### config.mk
export PLATFORM = sky130hd
export DESIGN_NAME = sfas_ctrl
export DESIGN_NICKNAME = d
export VERILOG_FILES = /design/src/rtl/sfas_pkg.sv /design/src/rtl/sfas_ctrl.sv
export SDC_FILE = /design/constraint.sdc
export NUM_CORES = 1
export LEC_CHECK = 0
export BUFFER_PORTS_ARGS = -buffer_cell sky130_fd_sc_hd__buf_2
export CAP_MARGIN = 20
export CORE_AREA = 2 2 39 41
export DETAILED_ROUTE_END_ITERATION = 6
export DIE_AREA = 0 0 41 43
export GPL_TIMING_DRIVEN = 0
export PLACE_DENSITY = 0.56
export SLEW_MARGIN = 25
export SYNTH_ARGS = -nofsm -noshare
export SYNTH_HDL_FRONTEND = slang
export SYNTH_SLANG_ARGS = --single-unit
### constraint.sdc
create_clock -name i_clk -period 1.1 [get_ports i_clk]
set_input_delay 0 -clock i_clk [delete_from_list [all_inputs] [get_ports i_clk]]
set_output_delay 0 -clock i_clk [all_outputs]
set_load 0.03 [all_outputs]
### src/rtl/sfas_pkg.sv
// shared types, codes and field widths of the sprite animation sequencer
package sfas_pkg;

    localparam int CMD_W  = 2;
    localparam int CHF_W  = 2;
    localparam int IDX_W  = 5;
    localparam int TICK_W = 16;
    localparam int OFS_W  = 16;
    localparam int TOT_W  = 6;
    localparam int MASK_W = 4;
    localparam int KIND_W = 2;
    // wide enough for any frame index, frame count or frame limit
    localparam int CMP_W  = 9;
    localparam int ENTRY_W = TICK_W + 2 * OFS_W;

    typedef enum logic [CMD_W-1:0] {
        CMD_LOAD   = 2'd0,
        CMD_BIND   = 2'd1,
        CMD_UNBIND = 2'd2,
        CMD_TICK   = 2'd3
    } t_cmd;

    typedef enum logic [KIND_W-1:0] {
        KIND_FRAME = 2'd0,
        KIND_CLEAR = 2'd1,
        KIND_BIND  = 2'd2,
        KIND_DONE  = 2'd3
    } t_kind;

    typedef enum logic [2:0] {
        ST_IDLE,
        ST_LOAD,
        ST_BIND,
        ST_UNBIND,
        ST_VISIT,
        ST_READ,
        ST_DONE
    } t_state;

    // controller to datapath
    typedef struct packed {
        logic capture;
        logic load_we;
        logic bind_ch;
        logic unbind_ch;
        logic visit;
        logic finish;
        logic done;
        logic vis_next;
    } t_ctrl;

    // datapath to controller
    typedef struct packed {
        logic vis_read;
        logic vis_last;
    } t_stat;

endpackage

### src/rtl/sfas_ctrl.sv
// command sequencer: walks each command through its states
module sfas_ctrl import sfas_pkg::*; (
    input  logic             i_clk,
    input  logic             i_rst_n,
    input  logic             start,
    input  logic [CMD_W-1:0] i_command,
    input  t_stat            i_stat,
    output t_ctrl            o_ctrl,
    output logic             busy
);

    t_state r_state;
    t_state n_state;

    always_ff @(posedge i_clk) begin
        if (!i_rst_n) begin
            r_state <= ST_IDLE;
        end else begin
            r_state <= n_state;
        end
    end

    // next state
    always_comb begin
        n_state = r_state;
        unique case (r_state)
            ST_IDLE: begin
                if (start) begin
                    unique case (t_cmd'(i_command))
                        CMD_LOAD:   n_state = ST_LOAD;
                        CMD_BIND:   n_state = ST_BIND;
                        CMD_UNBIND: n_state = ST_UNBIND;
                        CMD_TICK:   n_state = ST_VISIT;
                        default:    n_state = ST_IDLE;
                    endcase
                end
            end
            ST_LOAD, ST_BIND, ST_UNBIND, ST_DONE: n_state = ST_IDLE;
            ST_VISIT: begin
                priority if (i_stat.vis_read) begin
                    n_state = ST_READ;
                end else if (i_stat.vis_last) begin
                    n_state = ST_DONE;
                end else begin
                    n_state = ST_VISIT;
                end
            end
            ST_READ: n_state = i_stat.vis_last ? ST_DONE : ST_VISIT;
            default: n_state = ST_IDLE;
        endcase
    end

    // outputs
    always_comb begin
        o_ctrl = '0;
        busy   = 1'b1;
        unique case (r_state)
            ST_IDLE: begin
                busy           = 1'b0;
                o_ctrl.capture = start;
            end
            ST_LOAD:   o_ctrl.load_we   = 1'b1;
            ST_BIND:   o_ctrl.bind_ch   = 1'b1;
            ST_UNBIND: o_ctrl.unbind_ch = 1'b1;
            ST_VISIT: begin
                o_ctrl.visit    = 1'b1;
                o_ctrl.vis_next = !i_stat.vis_read;
            end
            ST_READ: begin
                o_ctrl.finish   = 1'b1;
                o_ctrl.vis_next = 1'b1;
            end
            ST_DONE:   o_ctrl.done = 1'b1;
            default:   busy = 1'b1;
        endcase
    end

endmodule

==> results of run 1 <==
==> power breakdown <==
part	switching (W)	internal, W	total, W
combinational	0.000104	0.000104	0.000208
sequential	0.00000808	0.000116	0.000124
clock	0.0000561	0.000136	0.000192
==> cell usage in the layout (no fill, tap or decap), drive strengths merged <==
master / count
buf: 20
clkbuf: 4
inv: 3
and2: 3
nor3b: 3
ha: 3
nor2: 3
dfxtp: 3
and3b: 2
and2b: 2
nand2: 2
o21ai: 2
nor3: 1
or2b: 1
a21oi: 1
and3: 1
a32oi: 1
nor4b: 1
==> synthesized netlist by cell type (all sizes together) <==
master | n | area share (%)
a21oi | 1 | 1.7
a32oi | 1 | 3.0
and2 | 3 | 7.0
and2b | 2 | 5.2
and3 | 1 | 2.2
and3b | 2 | 7.0
buf | 2 | 6.5
dfxtp | 3 | 21
ha | 3 | 13
inv | 3 | 3.9
nand2 | 2 | 2.6
nor2 | 3 | 3.9
nor3 | 1 | 3.5
nor3b | 3 | 7.8
nor4b | 1 | 5.2
o21ai | 2 | 3.5
or2b | 1 | 3.0
==> metrics by stage <==
stage	instances	hold WS (ns)	TNS [ns]	power, W	area (µm²)
floorplan	34	0.146	-0.186	0.000233	288
global placement	65	0.261	-0.0486	0.000275	383
detailed placement	65	0.267	-0.0460	0.000277	383
CTS	71	0.0186	-0.158	0.000515	483
global route	72	0.0333	-0.374	0.000575	522
finish	72	0.0330	-0.0719	0.000525	522
==> final timing paths <==
path	end	from	cells past startpoint	slack, ns
max	o_ctrl[7]	r_state[1]	4	-0.04
min	r_state[0]	i_rst_n	2	0.03
max reg2reg	r_state[1]	r_state[1]	4	0
min reg2reg	r_state[2]	r_state[1]	3	0.66
==> worst max-delay path, cell delays in order (launching register included) <==
cell     delay [ns]
dfxtp_1        0.30
buf_6          0.13
nor3_4         0.19
and2_4         0.17
buf_6          0.12
==> layer usage <==
layer / track usage (%) / vias up / wire length [µm]
li1: - / 162 / -
met1: 9.94 / 134 / 286
met2: 14.7 / 11 / 336
met3: 6.28 / 0 / 43
met4: 8.00 / 0 / 0
met5: 0 / - / 0
==> logic make-up (layout without fill, tap and decap cells) <==
logic type	count (synthesis)	after routing	synth area share (%)
adders and majority gates	3	3	13.0
and+or+nand+nor	19	19	47.4
buffers and inverters	5	27	10.4
DFF	3	3	20.9
AOI/OAI and AO/OA	4	4	8.26
==> timing repair <==
action | in CTS | in global routing
setup buffers | 2 | 1
pin swaps | 2 | 2
gates cloned | 0 | 0
gates resized for setup | 20 | 11
endpoints found under the hold margin | 0 | 0
setup endpoints to repair | 9 | 11
==> final cells by class <==
type,count,area [µm²]
fillers,151,862
multi-input cells,26,234
repair buffers,18,143
flip-flops and latches,3,65.1
clock buffers,4,26.3
plain buffers,2,22.5
well taps,16,20.0
inverters,3,11.3
==> flow_metrics.py, run 1 <==
metrics = {
    "outcome": {
        "run_status": "finished, violations left",
        "violations": "setup timing",
    },
    "sta": {
        "fmax_ghz": 0.879,
        "fin_worst_skew_ns": 0.00314,
        "slew_headroom_pct": 84.4,
        "setup_ws_ns": -0.0373,
        "setup_violations": 2,
        "worstMarginPinSlew_ns": 0.234,
        "grt_setup_unrepaired": "yes",
        "hold_viol": 0,
        "layout_min_cycle_time_ns": 1.14,
        "drv_slew": 0,
        "finalCritPeriodShare_pct": 103,
    },
    "clock_network": {
        "clock-root-buffer": "clkbuf_4",
        "path_clk_slew_ns": 0.04,
        "worst_skew_pair.late_latency_ns": 0.23,
        "cts.path.max_buffers": 2,
        "cts_tree": "built",
        "cts_hold_buf": 0,
        "numCtsBuffers": 3,
        "cts_num_sinks": 3,
        "htreeDepth": 1,
    },
    "global_route": {
        "grt_pass1_wl_um": 1130,
        "grt_max_degree": 11,
        "grt_use_total_pct": 10.2,
        "first_global_vias": 291,
        "antenna_found_initial": 0,
        "grt.overflow.total": 0,
    },
    "power": {
        "ir_worst_vdd_mv": 0.282,
        "p_per_area_mw_per_mm2": 1010,
        "p_leak_nw": 0.272,
    },
    "logic_synthesis": {
        "syn_avg_cell_area_um2": 8.46,
        "synth_nets": 44,
        "synth_seq_area_share_pct": 20.9,
        "yosys.cell_types.count": 19,
        "ys_seq_elements": 3,
        "syn_inst": 34,
        "ys_warn_count": 0,
        "syn-cell-area_um2": 288,
    },
    "run": {
        "maxCapViolations": 0,
    },
    "layout": {
        "reg_top3": "r_state (3)",
        "fin_util_pct": 37.7,
        "nNetsFinal": 67,
        "syn2layout_area_growth_pct": 81.3,
        "drive_above_1_share_pct": 67.9,
        "diodes": 0,
        "largest_register": "r_state",
        "largest_reg_flops": 3,
    },
    "floorplan": {
        "io_pins": 16,
        "start_util_pct": 20.8,
        "core-area_mm2": 0.00138,
        "die-area_mm2": 0.00176,
        "rows": 14,
        "die_h_um": 43,
        "die_x_um": 41,
    },
    "worst_setup_path": {
        "critical_path_class": "reg2out",
        "crit_required_ns": 1.10,
        "crit_fanout": 9,
        "critPathLaunchType": "register",
        "cp.arrival_ns": 1.14,
        "worstSetupEndpointType": "output pin",
    },
    "routing": {
        "drt_wl_total_um": 667,
        "drt_first_pass_iters": 2,
        "viasPerCell": 4.26,
        "routedWlPerCell_um": 9.26,
        "drtIter0Drc": 1,
        "postRouteAntennaNets": 0,
        "vias": 307,
        "drc": 0,
    },
    "worst_hold_path": {
        "min_path_type": "in2reg",
    },
    "place": {
        "post-place-ws_ns": -0.0460,
        "gp_congestion": 0.749,
        "port_buffers": 15,
        "hpwlAfterDp_um": 488,
    },
}
(Power assumes the default switching activity.)
==> inputs of run 2 (changes only) <==
Settings changed: BUFFER_PORTS_ARGS -buffer_cell sky130_fd_sc_hd__buf_2 to -buffer_cell sky130_fd_sc_hd__buf_4, CORE_AREA 2 2 39 41 to 8 8 45 47, DIE_AREA 0 0 41 43 to 0 0 53 55.
==> run 2 against run 1 <==
Net effect:
- die area rose by 65%
- sequential power barely moved
- the flow still finishes with violations (setup timing)
- count of clock-buffer cells in the layout did not move
- critical endpoint is now o_ctrl[0]
==> flow_metrics.py, run 2 (synthesis gave the netlist of run 1 again) <==
metrics = {
    "run": {
        "maxCapViolations": 0,
    },
    "layout": {
        "largest_register": "r_state",
        "diodes": 0,
        "largest_reg_flops": 3,
        "reg_top3": "r_state (3)",
        "num-fill-cells": 150,
        "final_cell_mix": "12 x buf_4, 8 x buf_6",
        "nNetsFinal": 67,
        "drive_above_1_share_pct": 64.3,
        "syn2layout_area_growth_pct": 82.2,
        "layout_commonest_cell": "buf_4",
    },
    "power": {
        "clock_power_share_pct": 36.6,
        "p_per_area_mw_per_mm2": 1000,
        "p_sw_share_pct": 31.7,
        "p_int_w": 0.000359,
        "power_w": 0.000526,
        "p_leak_nw": 0.271,
        "ir_worst_vdd_mv": 0.398,
        "power_frac_comb_pct": 39.5,
        "power_frac_seq_pct": 23.9,
        "switchingPower_w": 0.000167,
    },
    "worst_setup_path": {
        "r2r_slack_ns": 0,
        "r2r_start": "r_state[1]",
        "crit_fanout": 5,
        "critPathLaunchType": "register",
        "r2r-end": "r_state[1]",
        "r2r_cells": 4,
        "cp.arrival_ns": 1.12,
        "critical_path_class": "reg2out",
        "worstSetupEndpointType": "output pin",
        "crit_required_ns": 1.10,
    },
    "floorplan": {
        "core-area_mm2": 0.00138,
        "die_x_um": 53,
        "die-area_mm2": 0.00292,
        "start_util_pct": 20.8,
        "die_h_um": 55,
        "io_pins": 16,
        "rows": 14,
    },
    "routing": {
        "vias": 301,
        "routedWlPerCell_um": 10.8,
        "viasPerCell": 4.18,
        "postRouteAntennaNets": 0,
        "drc": 0,
        "drtIter0Drc": 4,
        "drt_wl_total_um": 774,
        "drt_first_pass_iters": 3,
    },
    "worst_hold_path": {
        "hold_start": "i_rst_n",
        "hold_end": "r_state[0]",
        "worstHoldPathCells": 2,
        "min_path_type": "in2reg",
    },
    "global_route": {
        "grt_pass1_wl_um": 1120,
        "grt_max_degree": 11,
        "first_global_vias": 281,
        "grt_use_total_pct": 5.19,
        "grt.overflow.total": 0,
        "antenna_found_initial": 0,
    },
    "clock_network": {
        "clock-root-buffer": "clkbuf_4",
        "worst_skew_pair.late_latency_ns": 0.23,
        "htreeDepth": 1,
        "cts_tree": "built",
        "path_clk_slew_ns": 0.04,
        "cts_num_sinks": 3,
        "cts_hold_buf": 0,
        "cts.path.max_buffers": 2,
        "numCtsBuffers": 3,
    },
    "outcome": {
        "run_status": "finished, violations left",
        "violations": "setup timing",
    },
    "sta": {
        "setup_ws_ns": -0.0214,
        "grt_setup_unrepaired": "yes",
        "setup_violations": 3,
        "fin_worst_skew_ns": 0.00304,
        "fmax_ghz": 0.892,
        "hold_viol": 0,
        "layout_min_cycle_time_ns": 1.12,
        "finalSetupTns_ns": -0.0353,
        "drv_slew": 0,
        "hold_slack_ns": 0.0173,
        "slew_headroom_pct": 85.0,
        "worstMarginPinSlew_ns": 0.226,
        "finalCritPeriodShare_pct": 102,
    },
    "place": {
        "hpwlAfterDp_um": 568,
        "port_buffers": 15,
        "gp_congestion": 0.779,
    },
}
## run 2: changes by cell type in the layout (fill, tap and decap cells not counted), moves of 2 or more
cell     change
buf_2        -6
buf_4        +6
nor3b_1      +2
nor3b_2      -2
## run 2: worst max-delay path by stage
stage	from	end	slack, ns	cells after the start
after floorplan	r_state[2]	o_ctrl[5]	-0.09	2
after global placement	r_state[0]	r_state[1]	-0.04	3
after detailed placement	r_state[0]	r_state[1]	-0.04	3
after CTS	r_state[1]	o_ctrl[7]	-0.06	4
after global routing	r_state[1]	o_ctrl[7]	-0.05	4
final	r_state[1]	o_ctrl[0]	-0.02	4
## run 2: metrics by stage
step	instance area (µm²)	worst slack, ns	cells	utilization [%]
finish	524	-0.0214	72	37.9
global route	524	-0.0542	72	37.9
global placement	420	-0.0443	65	30.4
CTS	494	-0.0613	71	35.7
detailed placement	420	-0.0441	65	30.4
floorplan	288	-0.0932	34	-
## run 2: what timing repair did
action                                  CTS  global route
buffers inserted                          2             0
resized for setup                        11             8
endpoints found under the setup margin    8             9
pin swaps                                 3             2
gates cloned                              0             1
## run 2: power by group through the flow
stage | clock network (W) | logic [W] | registers [W]
finish | 0.000193 | 0.000208 | 0.000126
global route | 0.000213 | 0.000222 | 0.000127
detailed placement | 0 | 0.000168 | 0.000126
CTS | 0.000205 | 0.000197 | 0.000124
global placement | 0 | 0.000168 | 0.000126
floorplan | 0 | 0.000108 | 0.000124
## run 2: worst max-delay path, cell delays in order (launching register included)
cell and delay [ns]:
dfxtp_2 0.32, buf_6 0.12, and2b_1 0.20, and2_4 0.14
buf_6 0.12
## run 2: metal layers
layer | vias up | global-route usage [%] | share of wire, %
met1 | 130 | 5.61 | 43
met2 | 13 | 7.62 | 45
met5 | - | 0 | 0
li1 | 158 | - | -
met3 | 0 | 2.67 | 11
met4 | 0 | 3.88 | 0
## run 2: layout make-up
class	count	area, µm²	share of cell area (%)
flip-flops and latches	3	66.3	12.6
multi-input cells	26	220	42.0
inverters	3	11.3	2.15
clock buffers	4	26.3	5.01
plain buffers	2	22.5	4.30
well taps	16	20.0	3.82
repair buffers	18	158	30.1
